[src/rtl/ssfs_pkg.sv]
package ssfs_pkg;

  // One input beat: a bit-interval tick or a frame load.
  typedef struct packed {
    logic       func;
    logic [7:0] seg_digit0;
    logic [7:0] seg_digit1;
    logic [7:0] seg_digit2;
    logic [7:0] seg_digit3;
  } in_item_t;

  // One result beat.
  typedef struct packed {
    logic clk_level;
    logic dio_level;
    logic busy_res;
    logic frame_done;
    logic load_rejected;
  } out_item_t;

  localparam logic FUNC_TICK = 1'b0;
  localparam logic FUNC_LOAD = 1'b1;

  localparam logic [7:0] WRITE_CMD = 8'h40;
  localparam logic [7:0] ADDR_CMD  = 8'hC0;
  localparam logic [7:0] DISP_CMD  = 8'h88;

  localparam logic [2:0] BRIGHT_RESET = 3'd4;

endpackage

[src/rtl/seven_segment_serial_frame_sender.sv]
// Two-wire serial frame sender for a four-digit seven-segment display.
// A load beat latches four segment bytes and starts a 210-interval frame;
// each following tick beat returns the clock and data pin levels for one bit
// interval: start, data command 0x40, stop, start, address 0xC0, four
// segment bytes LSB first, stop, start, display command 0x88 | brightness,
// stop. Each byte is eight bits of three intervals plus three acknowledge
// intervals with data released; the acknowledge is never sampled. A load
// while a frame is in progress is dropped and flagged. When idle both pins
// read high. Throughput is one beat per clock while the skid entry is free:
// the frame position is kept as a set of small counters (transaction,
// section, byte, bit, sub-interval), so the pin levels come from a short mux
// in the same cycle the beat is taken, and the result lands in an output
// register backed by one skid entry. brightness may be written only while no
// frame is pending.
module seven_segment_serial_frame_sender (
  input  logic                clk_i,
  input  logic                rst_ni,
  input  logic                in_valid_i,
  output logic                in_ready_o,
  input  ssfs_pkg::in_item_t  in_data_i,
  output logic                out_valid_o,
  input  logic                out_ready_i,
  output ssfs_pkg::out_item_t out_data_o,
  input  logic                cfg_we_i,
  input  logic [2:0]          cfg_wdata_i
);

  // section codes within one transaction
  localparam logic [1:0] SEC_START = 2'd0;
  localparam logic [1:0] SEC_DATA  = 2'd1;
  localparam logic [1:0] SEC_STOP  = 2'd2;

  localparam logic [3:0] BIT_ACK = 4'd8;  // bit slot 8 is the acknowledge

  logic [2:0] bright_q;
  logic [7:0] seg_q [4];

  // frame position
  logic       sending_q, sending_d;
  logic [1:0] grp_q, grp_d;     // transaction 0..2
  logic [1:0] sec_q, sec_d;
  logic [1:0] pos_q, pos_d;     // interval inside start/stop
  logic [2:0] byte_q, byte_d;   // byte inside transaction
  logic [3:0] bitn_q, bitn_d;   // bit slot, BIT_ACK for acknowledge
  logic [1:0] sub_q, sub_d;     // interval inside a bit slot
  logic       held_dio_q, held_dio_d;

  // output register plus skid entry
  logic                out_v_q, skid_v_q;
  ssfs_pkg::out_item_t out_q, skid_q;
  ssfs_pkg::out_item_t res;

  logic       accept, pop, is_load, is_tick;
  logic [7:0] cur_byte;
  logic [2:0] byte_m1;
  logic       last_byte;
  logic       cur_bit;
  logic       tick_clk, tick_dio;
  logic       frame_end;

  assign in_ready_o  = !skid_v_q;
  assign accept      = in_valid_i && in_ready_o;
  assign pop         = out_v_q && out_ready_i;
  assign out_valid_o = out_v_q;
  assign out_data_o  = out_q;

  assign is_load = accept && (in_data_i.func == ssfs_pkg::FUNC_LOAD);
  assign is_tick = accept && (in_data_i.func == ssfs_pkg::FUNC_TICK) && sending_q;

  // byte being shifted out
  assign byte_m1 = byte_q - 3'd1;
  always_comb begin
    case (grp_q)
      2'd0:    cur_byte = ssfs_pkg::WRITE_CMD;
      2'd1:    cur_byte = (byte_q == 3'd0) ? ssfs_pkg::ADDR_CMD : seg_q[byte_m1[1:0]];
      default: cur_byte = ssfs_pkg::DISP_CMD | {5'd0, bright_q};
    endcase
  end
  assign cur_bit   = cur_byte[bitn_q[2:0]];
  assign last_byte = (grp_q == 2'd1) ? (byte_q == 3'd4) : (byte_q == 3'd0);
  assign frame_end = (grp_q == 2'd2) && (sec_q == SEC_STOP) && (pos_q == 2'd3);

  // pin levels for the current interval
  always_comb begin
    tick_clk = 1'b1;
    tick_dio = 1'b1;
    case (sec_q)
      SEC_START: begin
        tick_clk = (pos_q != 2'd2);
        tick_dio = (pos_q == 2'd0);
      end
      SEC_DATA: begin
        if (bitn_q == BIT_ACK) begin
          tick_clk = (sub_q == 2'd1);
          tick_dio = 1'b1;
        end else begin
          tick_clk = (sub_q == 2'd2);
          tick_dio = (sub_q == 2'd0) ? held_dio_q : cur_bit;
        end
      end
      SEC_STOP: begin
        case (pos_q)
          2'd0:    begin tick_clk = 1'b0; tick_dio = held_dio_q; end
          2'd1:    begin tick_clk = 1'b0; tick_dio = 1'b0; end
          2'd2:    begin tick_clk = 1'b1; tick_dio = 1'b0; end
          default: begin tick_clk = 1'b1; tick_dio = 1'b1; end
        endcase
      end
      default: begin
        tick_clk = 1'b1;
        tick_dio = 1'b1;
      end
    endcase
  end

  // position advance
  always_comb begin
    sending_d  = sending_q;
    grp_d      = grp_q;
    sec_d      = sec_q;
    pos_d      = pos_q;
    byte_d     = byte_q;
    bitn_d     = bitn_q;
    sub_d      = sub_q;
    held_dio_d = held_dio_q;
    if (is_load && !sending_q) begin
      sending_d = 1'b1;
    end else if (is_tick) begin
      held_dio_d = tick_dio;
      case (sec_q)
        SEC_START: begin
          if (pos_q == 2'd2) begin
            sec_d  = SEC_DATA;
            pos_d  = 2'd0;
            byte_d = 3'd0;
            bitn_d = 4'd0;
            sub_d  = 2'd0;
          end else begin
            pos_d = pos_q + 2'd1;
          end
        end
        SEC_DATA: begin
          if (sub_q != 2'd2) begin
            sub_d = sub_q + 2'd1;
          end else begin
            sub_d = 2'd0;
            if (bitn_q != BIT_ACK) begin
              bitn_d = bitn_q + 4'd1;
            end else begin
              bitn_d = 4'd0;
              if (last_byte) begin
                sec_d  = SEC_STOP;
                pos_d  = 2'd0;
                byte_d = 3'd0;
              end else begin
                byte_d = byte_q + 3'd1;
              end
            end
          end
        end
        default: begin
          if (pos_q != 2'd3) begin
            pos_d = pos_q + 2'd1;
          end else begin
            sec_d = SEC_START;
            pos_d = 2'd0;
            if (frame_end) begin
              grp_d     = 2'd0;
              sending_d = 1'b0;
            end else begin
              grp_d = grp_q + 2'd1;
            end
          end
        end
      endcase
    end
  end

  // result of the beat being accepted
  always_comb begin
    res.clk_level     = is_tick ? tick_clk : 1'b1;
    res.dio_level     = is_tick ? tick_dio : 1'b1;
    res.busy_res      = sending_d;
    res.frame_done    = is_tick && frame_end;
    res.load_rejected = is_load && sending_q;
  end

  always_ff @(posedge clk_i or negedge rst_ni) begin
    if (!rst_ni) begin
      bright_q   <= ssfs_pkg::BRIGHT_RESET;
      sending_q  <= 1'b0;
      grp_q      <= 2'd0;
      sec_q      <= SEC_START;
      pos_q      <= 2'd0;
      byte_q     <= 3'd0;
      bitn_q     <= 4'd0;
      sub_q      <= 2'd0;
      held_dio_q <= 1'b1;
      out_v_q    <= 1'b0;
      skid_v_q   <= 1'b0;
    end else begin
      if (cfg_we_i) begin
        bright_q <= cfg_wdata_i;
      end
      sending_q  <= sending_d;
      grp_q      <= grp_d;
      sec_q      <= sec_d;
      pos_q      <= pos_d;
      byte_q     <= byte_d;
      bitn_q     <= bitn_d;
      sub_q      <= sub_d;
      held_dio_q <= held_dio_d;
      if (skid_v_q) begin
        if (pop) begin
          skid_v_q <= 1'b0;
        end
      end else if (accept) begin
        if (out_v_q && !out_ready_i) begin
          skid_v_q <= 1'b1;
        end else begin
          out_v_q <= 1'b1;
        end
      end else if (pop) begin
        out_v_q <= 1'b0;
      end
    end
  end

  // payload registers, no reset
  always_ff @(posedge clk_i) begin
    if (is_load && !sending_q) begin
      seg_q[0] <= in_data_i.seg_digit0;
      seg_q[1] <= in_data_i.seg_digit1;
      seg_q[2] <= in_data_i.seg_digit2;
      seg_q[3] <= in_data_i.seg_digit3;
    end
    if (skid_v_q) begin
      if (pop) begin
        out_q <= skid_q;
      end
    end else if (accept) begin
      if (out_v_q && !out_ready_i) begin
        skid_q <= res;
      end else begin
        out_q <= res;
      end
    end
  end

  // skid entry only fills behind a held output beat
  a_skid_behind_out: assert property (@(posedge clk_i) disable iff (!rst_ni)
    skid_v_q |-> out_v_q)
    else $error("skid entry valid with empty output register");

  // idle sender always sits at the frame start position
  a_idle_at_start: assert property (@(posedge clk_i) disable iff (!rst_ni)
    !sending_q |-> (grp_q == 2'd0 && sec_q == SEC_START && pos_q == 2'd0 &&
                    byte_q == 3'd0 && bitn_q == 4'd0 && sub_q == 2'd0))
    else $error("idle sender not at frame start");

  // a frame only ends on an accepted tick at the last interval
  a_end_on_tick: assert property (@(posedge clk_i) disable iff (!rst_ni)
    $fell(sending_q) |-> $past(is_tick && frame_end))
    else $error("frame ended outside the last interval");

  // rejected load beats always report busy
  a_reject_busy: assert property (@(posedge clk_i) disable iff (!rst_ni)
    (out_v_q && out_q.load_rejected) |-> (out_q.busy_res && !out_q.frame_done))
    else $error("rejected load without busy");

endmodule

[config.mk]
export PLATFORM = sky130hd
export DESIGN_NAME = seven_segment_serial_frame_sender
export DESIGN_NICKNAME = d
export VERILOG_FILES = /design/src/rtl/ssfs_pkg.sv /design/src/rtl/seven_segment_serial_frame_sender.sv
export SDC_FILE = /design/constraint.sdc
export NUM_CORES = 1
export LEC_CHECK = 0
export BUFFER_PORTS_ARGS = -buffer_cell sky130_fd_sc_hd__buf_2
export CORE_ASPECT_RATIO = 1.25
export CORE_MARGIN = 2
export CORE_UTILIZATION = 59
export DETAILED_ROUTE_END_ITERATION = 10
export PLACE_DENSITY = 0.81
export SETUP_SLACK_MARGIN = 0.4
export SYNTH_ARGS = -nofsm -noshare
export SYNTH_HDL_FRONTEND = slang
export SYNTH_SLANG_ARGS = --single-unit
[constraint.sdc]
create_clock -name clk_i -period 14.7 [get_ports clk_i]
set_clock_uncertainty 0.2 [all_clocks]
set_input_delay 2.94 -clock clk_i [delete_from_list [all_inputs] [get_ports clk_i]]
set_output_delay 2.94 -clock clk_i [all_outputs]
set_load 0.02 [all_outputs]
==> results of run 1 <==
==> how the worst max path moves through the flow <==
stage	cells past startpoint	from	slack, ps	end
2_1_floorplan	5	in_data_i[32]	7540	bitn_q[0]
3_3_place_gp	7	in_data_i[32]	10090	bitn_q[0]
3_5_place_dp	7	in_data_i[32]	10040	bitn_q[0]
4_1_cts	2	skid_v_q	10330	in_ready_o
5_1_grt	7	in_data_i[32]	10270	bitn_q[0]
6_report	2	skid_v_q	10350	in_ready_o
==> power breakdown <==
group / leakage, nW / internal [mW] / switching (mW)
Clock: 0.0941 / 0.0776 / 0.0609
Combinational: 0.698 / 0.0888 / 0.117
Sequential: 0.644 / 0.225 / 0.0375
==> metrics by stage <==
step	hold slack (ps)	utilization	instance area, sq um
global route	343	0.701	3530
global placement	304	0.665	3350
finish	320	0.701	3530
detailed placement	311	0.665	3350
floorplan	281	-	3060
CTS	322	0.701	3530
==> cell families after synthesis <==
| group | synth area share |
|---|---|
| AND/OR/NAND/NOR | 0.127 |
| AO/OA/AOI/OAI | 0.113 |
| adder cells (fa/ha/maj) | 0.0532 |
| flip-flops | 0.594 |
| XOR/XNOR | 0.00860 |
| multiplexers | 0.0765 |
| buffers and inverters | 0.0282 |
==> Yosys cell counts, types with 2 or more instances <==
| library cell | count |
|---|---|
| edfxtp_1 | 42 |
| dfrtp_1 | 20 |
| nor2_1 | 17 |
| ha_1 | 13 |
| inv_1 | 13 |
| nand2_1 | 13 |
| nand3_1 | 12 |
| a21oi_1 | 10 |
| o21ai_0 | 10 |
| mux4_2 | 8 |
| and3_1 | 6 |
| nand2b_1 | 5 |
| nor2b_1 | 5 |
| a21o_1 | 3 |
| clkbuf_1 | 3 |
| mux2_2 | 3 |
| nand4_1 | 3 |
| nor3_1 | 3 |
| a22oi_1 | 2 |
| buf_2 | 2 |
| dfstp_2 | 2 |
| mux2i_1 | 2 |
| nand3b_1 | 2 |
| o211ai_1 | 2 |
| o21ai_1 | 2 |
| o31ai_1 | 2 |
| xor2_1 | 2 |
==> tightest hold or removal path: stages, from the launching register on <==
cell      delay, ps
edfxtp_1        320
nand2_1          50
o31ai_1          50
==> registers in the layout (all words and copies together) (netlist names) <==
| register | flops |
|---|---|
| skid_q | 5 |
| sec_q | 2 |
| bitn_q | 4 |
| sending_q | 1 |
| seg_q | 32 |
| grp_q | 2 |
| held_dio_q | 1 |
| pos_q | 2 |
| out_valid_o | 1 |
| out_data_o | 5 |
| skid_v_q | 1 |
| bright_q | 3 |
| byte_q | 3 |
| sub_q | 2 |
==> metal layers <==
layer  part of all wire  global-route usage  up-vias
li1                   -                   -      979
met1               0.41               0.278      958
met2               0.50               0.341       72
met3              0.048              0.0483       18
met4              0.041               0.133        0
met5                  0                   0        -
==> layout make-up <==
cell class	count	area [sq um]	share of cell area
inverter	13	48.8	0.0138
tap	62	77.6	0.0219
multi-input combinational	149	1170	0.331
timing repair buffer	48	243	0.0687
clock buffer	12	135	0.0382
clock inverter	4	45.0	0.0127
sequential	64	1810	0.513
==> metrics.md, run 1 <==
| Metric | Value |
|---|---|
| HP Class | `flip-flop to flip-flop` |
| Worst R2R Start | `byte_q[0]` |
| DP Cell Count | `336` |
| Synth async-reset ratio | `0.344` |
| Port-buffer cells | `47` |
| MaxCap Viol Count | `0` |
| Cells after synthesis | `~230` |
| Distinct cell type count after synthesis | `53` |
| CORE AREA | `5040 sq um` |
| LEAKAGE | `1.44 nW` |
| WL final | `5500 microns` |
| CTS Root Cell | `clkbuf_8` |
| Most common cell after layout, fill and taps aside | `buf_2` |
| Max clock buf depth | `2` |
| Clock sinks | `64` |
| Slew Viols, Final | `0` |
| Area share of the largest cell type after synthesis | `0.413` |
| Ys Warns | `0` |
| CTS clk-pin slew, worst paths | `70 ps` |
| Hold EP | `out_data_o[2]` |
| Share of cells above drive strength 1 | `0.279` |
| CP required | `11,560 ps` |
| Syn_nets | `287` |
| Worst path cell trace | `inv_1, buf_2` |
| Row Count | `29` |
| CP max-delay cell | `dfrtp_1` |
| Max FO, Critical Path | `11` |
| Worst-case vdd ir drop | `0.118 mV` |
| Layout Cells excl Fill | `352` |
| Final count of hold timing violations | `0` |
| Vias in the first global route | `2,024` |
| Seq/Total Area, Yosys | `0.594` |
| Die extent in x | `68.4 microns` |
| Mapped Area | `3060 sq um` |
| CP bufs+invs | `2` |
| # diodes | `0` |
| CTS tree | `done` |
| HP Start | `skid_q[2]` |
| TritonCTS Buffers | `9` |
| Setup WS post-layout | `10,350 ps` |
| Mean number of vias per cell | `5.76` |
| Worst-margin pin slew | `545 ps` |
| CP peak stage delay | `560 ps` |
| Remaining DRCs | `0` |
| Setup crit end kind | `output port` |
| Crit Path Category | `flip-flop to output port` |
| Antenna viol nets, final | `0` |
| Fillers | `359` |
| DR iter-0 viols | `230` |
| GRT overflow | `0` |
| RSZ-0062 raised after global routing | `false` |
| DR WL/cell | `15.6 microns` |
| Global router's overall resource usage | `0.220` |
| # hold bufs at CTS | `0` |
| Gpl congestion | `0.889` |
| CP startpoint kind | `flip-flop` |
| Resized cells post-CTS | `0` |
| Final Total Pwr | `606 uW` |
| Later-pin clock latency in the skew report | `340 ps` |
| Buffers inserted during post-CTS setup optimization | `0` |
| Die area | `5780 sq um` |
| Htree depth | `3` |
| R2R depth | `7` |
| Syn avg cell area | `13.1 sq um` |
| Fin nets | `339` |
| Top cells by area, synth | `edfxtp_1 (41%), dfrtp_1 (16%), mux4_2 (5.9%)` |
| Via count | `2,027` |
| Outcome | `complete, no violations` |
| Crit-path leading delay family | `flip-flops` |
| Tmin final | `4350 ps` |
| Final cycle utilization of the critical path | `0.296` |
| PwrDens | `172 nW/um^2` |
| EDFF count, synth | `42` |
| First-pass GRT wire length | `9270 microns` |
| WHS Path Cells | `2` |
| Relative slew slack | `0.636` |
| DP Wirelength | `3880 microns` |
| Final setup violation count | `0` |
| Ports | `48` |
| Post-synth top area cell | `edfxtp_1` |
| Largest net degree at the start of global routing | `34` |
| Area growth from synthesis to layout | `15.6%` |
| R2R setup slack | `roughly 12,000 ps` |
| DR pass1 iterations | `4` |
| Fin Setup TNS | `0 ps` |
| Post-place setup slack | `around 10,000 ps` |
| Initial antenna violation count | `0` |
| Yosys reg bits | `64` |
| Starting Density | `0.606` |
| Chip height | `84.5 microns` |
| Synth Flop Type | `edfxtp_1` |
| Commonest non-fill, non-tap cells in the layout | `buf_2 (47), edfxtp_1 (42), dfrtp_1 (20)` |
| Arr. time, crit path | `approximately 1200 ps` |
| R2r endpoint | `out_data_o[3]` |
| Highest Clock Rate | `about 230 MHz` |
Note: power is estimated with default switching activity, not from simulation.
==> inputs of run 2 (changes only) <==
Settings changed: ABC_AREA set to 1, CORE_UTILIZATION 59 to 51, PLACE_DENSITY 0.81 to 0.74.
Clock period 14.7 ns to 3.9 ns, I/O delays scaled along.
==> metrics.md, run 2 <==
| Metric | Value |
|---|---|
| Outcome | `complete, no violations` |
| Die area | `6880 sq um (+19%)` |
| Flop pwr share | `0.401 (-0.031)` |
| First-pass GRT wire length | `9660 microns (+4.2%)` |
| Fin nets | `442 (+30%)` |
| Clock power share | `0.239 (+0.011)` |
| Antenna viol nets, final | `0 (unchanged)` |
| Share of cells above drive strength 1 | `0.216 (-0.0630)` |
| Area growth from synthesis to layout | `16.9%` |
| # diodes | `0 (unchanged)` |
| Htree depth | `3 (unchanged)` |
| Area share of the largest cell type after synthesis | `0.397 (-0.0154)` |
| TritonCTS Buffers | `9 (unchanged)` |
| Worst-case vdd ir drop | `0.404 mV (+240%)` |
| Worst-margin pin slew | `539 ps (-6.71 ps)` |
| Final Util | `0.610 (-0.0908)` |
| Remaining DRCs | `0 (unchanged)` |
| Arr. time, crit path | `2660 ps (+1450 ps)` |
| P_sw | `944 uW (+340%)` |
| Synth Flop Type | `edfxtp_1` |
| Die extent in x | `74.6 microns (+9.1%)` |
| Placed inst area | `3500 sq um (+4.4%)` |
| CP max-delay cell | `dfrtp_1` |
| RSZ-0062 raised after global routing | `false` |
| GRT overflow | `0 (unchanged)` |
| CP required | `3790 ps (-7770 ps)` |
| PwrDens | `663 nW/um^2 (+290%)` |
| Setup crit end kind | `flip-flop` |
| Seq/Total Area, Yosys | `0.571 (-0.0222)` |
| CP dominant cell by count | `nand2_1` |
| Worst path cell trace | `inv_4, ha_1, inv_1, nand3_1, nand3_1, nand2_1, nand2_1, nor2_1, nand2_1, nand3_1, nand2_1, nand2_1, a21oi_1` |
| CP startpoint kind | `flip-flop` |
| CTS tree | `done` |
| Chip height | `92.2 microns (+9.2%)` |
| Synth async-reset ratio | `0.344 (unchanged)` |
| # hold bufs at CTS | `0 (unchanged)` |
| Starting Density | `0.522 (-0.0843)` |
| Post-place setup slack | `1150 ps (-8890 ps)` |
| Final setup violation count | `0 (unchanged)` |
| Int Pwr | `1.52 mW (+290%)` |
| Row Count | `32 (+10%)` |
| Vias in the first global route | `2,131 (+5.3%)` |
| Highest Clock Rate | `362 MHz` |
| Initial antenna violation count | `0 (unchanged)` |
| HP Class | `primary input to async pin` |
| DR pass1 iterations | `4 (unchanged)` |
| Buffers inserted during post-CTS setup optimization | `0 (unchanged)` |
| Net Sw Frac | `0.384 (+0.0283)` |
| Setup WS post-layout | `1140 ps (-9220 ps)` |
| Syn_nets | `387 (+35%)` |
| Fillers | `540 (+50%)` |
| WL final | `5560 microns (+1.1%)` |
| Largest Register | `seg_q` |
| Cells after synthesis | `333 (+43%)` |
| Yosys reg bits | `64 (unchanged)` |
| Distinct cell type count after synthesis | `32 (-40%)` |
| CTS Root Cell | `clkbuf_8` |
| Ys Warns | `0 (unchanged)` |
| Max clock buf depth | `2 (unchanged)` |
| Design area | `3710 sq um (+5.0%)` |
| Final cycle utilization of the critical path | `0.708` |
| Mapped Area | `3180 sq um (+3.9%)` |
| Most common cell after layout, fill and taps aside | `nand2_1` |
| Top cells by area, synth | `edfxtp_1 (40%), dfrtp_1 (16%), nand2_1 (10%)` |
| Tmin final | `2760 ps` |
| Relative slew slack | `0.641 (+0.00447)` |
| Resized cells post-CTS | `0 (unchanged)` |
| Crit Path Category | `flip-flop to flip-flop` |
| Most frequent cell after synthesis | `nand2_1` |
| DR WL/cell | `11.6 microns (-26%)` |
| Mean number of vias per cell | `4.79 (-17%)` |
| DR iter-0 viols | `104 (-55%)` |
| Comb pwr share | `0.360 (+0.021)` |
| LEAKAGE | `1.70 nW (+18%)` |
| Later-pin clock latency in the skew report | `340 ps (about the same)` |
| CP peak stage delay | `680 ps (+120 ps)` |
| CTS clk-pin slew, worst paths | `70 ps (about the same)` |
| Max FO, Critical Path | `19 (+8)` |
| Clock sinks | `64 (unchanged)` |
| Post-synth top cells | `nand2_1 (85), inv_1 (49), edfxtp_1 (42)` |
| Gpl congestion | `0.888 (-0.11%)` |
| Ports | `48 (unchanged)` |
| MaxCap Viol Count | `0 (unchanged)` |
| Storage cell area | `1810 sq um (unchanged)` |
| Final count of hold timing violations | `0 (unchanged)` |
| Slew Viols, Final | `0 (unchanged)` |
| Via count | `2,291 (+13%)` |
| Post-synth top area cell | `edfxtp_1` |
| EDFF count, synth | `42 (unchanged)` |
| Multi-input logic area | `1130 sq um (-3.5%)` |
| DP Wirelength | `4250 microns (+9.6%)` |
| Syn avg cell area | `9.54 sq um (-27%)` |
| Global router's overall resource usage | `0.188 (-0.0319)` |
| Commonest non-fill, non-tap cells in the layout | `nand2_1 (85), inv_1 (49), buf_2 (47)` |
| Largest net degree at the start of global routing | `33 (-2.9%)` |
| Max reg flops | `32 (unchanged)` |
| CORE AREA | `6090 sq um (+21%)` |
| Port-buffer cells | `47 (unchanged)` |
| Fin Setup TNS | `0 ps (unchanged)` |
-- run 2: cell types whose count changed in the layout (fill, tap and decap cells not counted), moves of 3 or more --
cell	delta
nand2_1	+72
inv_1	+36
nand3_1	+20
mux4_2	-8
o21ai_0	+7
and3_1	-6
nor2_1	+6
nand2b_1	-5
nor2b_1	-5
nand2_4	+4
a21o_1	-3
clkbuf_8	+3
-- run 2: power by group through the flow --
stage               combinational [mW]  sequential [mW]  clock (mW)
finish                           0.886            0.988       0.587
global route                      1.03             1.01       0.631
CTS                              0.888            0.988       0.597
detailed placement               0.882             1.00           0
global placement                 0.865            0.997           0
floorplan                        0.697            0.983           0
-- run 2: logic make-up (layout without fill, tap and decap cells) --
logic type / count (synthesis) / count (layout) / synth area share
adders and majority gates: 13 / 13 / 0.0512
and+or+nand+nor: 160 / 160 / 0.234
AOI/OAI and AO/OA: 35 / 35 / 0.0591
buffers and inverters: 58 / 118 / 0.0737
DFF: 64 / 64 / 0.571
muxes: 3 / 3 / 0.0106
-- run 2: cell type report --
type / count / area share
Clock buffer: 14 / 0.0465
Clock inverter: 2 / 0.0101
Inverter: 54 / 0.0563
Multi-Input combinational cell: 211 / 0.304
Sequential cell: 64 / 0.489
Tap cell: 85 / 0.0286
Timing Repair Buffer: 48 / 0.0654
-- run 2: worst paths after layout --
kind                            startpoint       endpoint  depth (start not counted)  slack (ps)
worst max-delay path             byte_q[0]  out_data_o[3]                         13        1140
worst min-delay path                rst_ni      byte_q[0]                          1         210
worst max register to register   byte_q[0]  out_data_o[3]                         13        1140
worst min register to register  held_dio_q     held_dio_q                          2         320
max in group asynchronous           rst_ni    bright_q[2]                          1        2920
min in group clk_i              held_dio_q     held_dio_q                          2         320
-- run 2: metrics by stage --
step,std cells,hold WS (ps),power [mW]
CTS,478,213,2.47
finish,478,207,2.46
global placement,462,305,1.86
floorplan,333,274,1.68
detailed placement,462,310,1.88
global route,478,244,2.67
-- run 2: metal layers --
layer / part of all wire / global-route usage / vias up
met3: 0.045 / 0.0571 / 7
li1: - / - / 1196
met1: 0.41 / 0.225 / 1036
met5: 0 / 0 / -
met4: 0.018 / 0.0759 / 0
met2: 0.52 / 0.311 / 52
-- run 2: worst max-delay path: cells and delay by family, from the launching register on --
kind	cells	cell delay (ps)
DFF	1	680
and+or+nand+nor	9	670
adders and majority gates	1	500
buffers and inverters	2	370
AOI/OAI and AO/OA	1	70
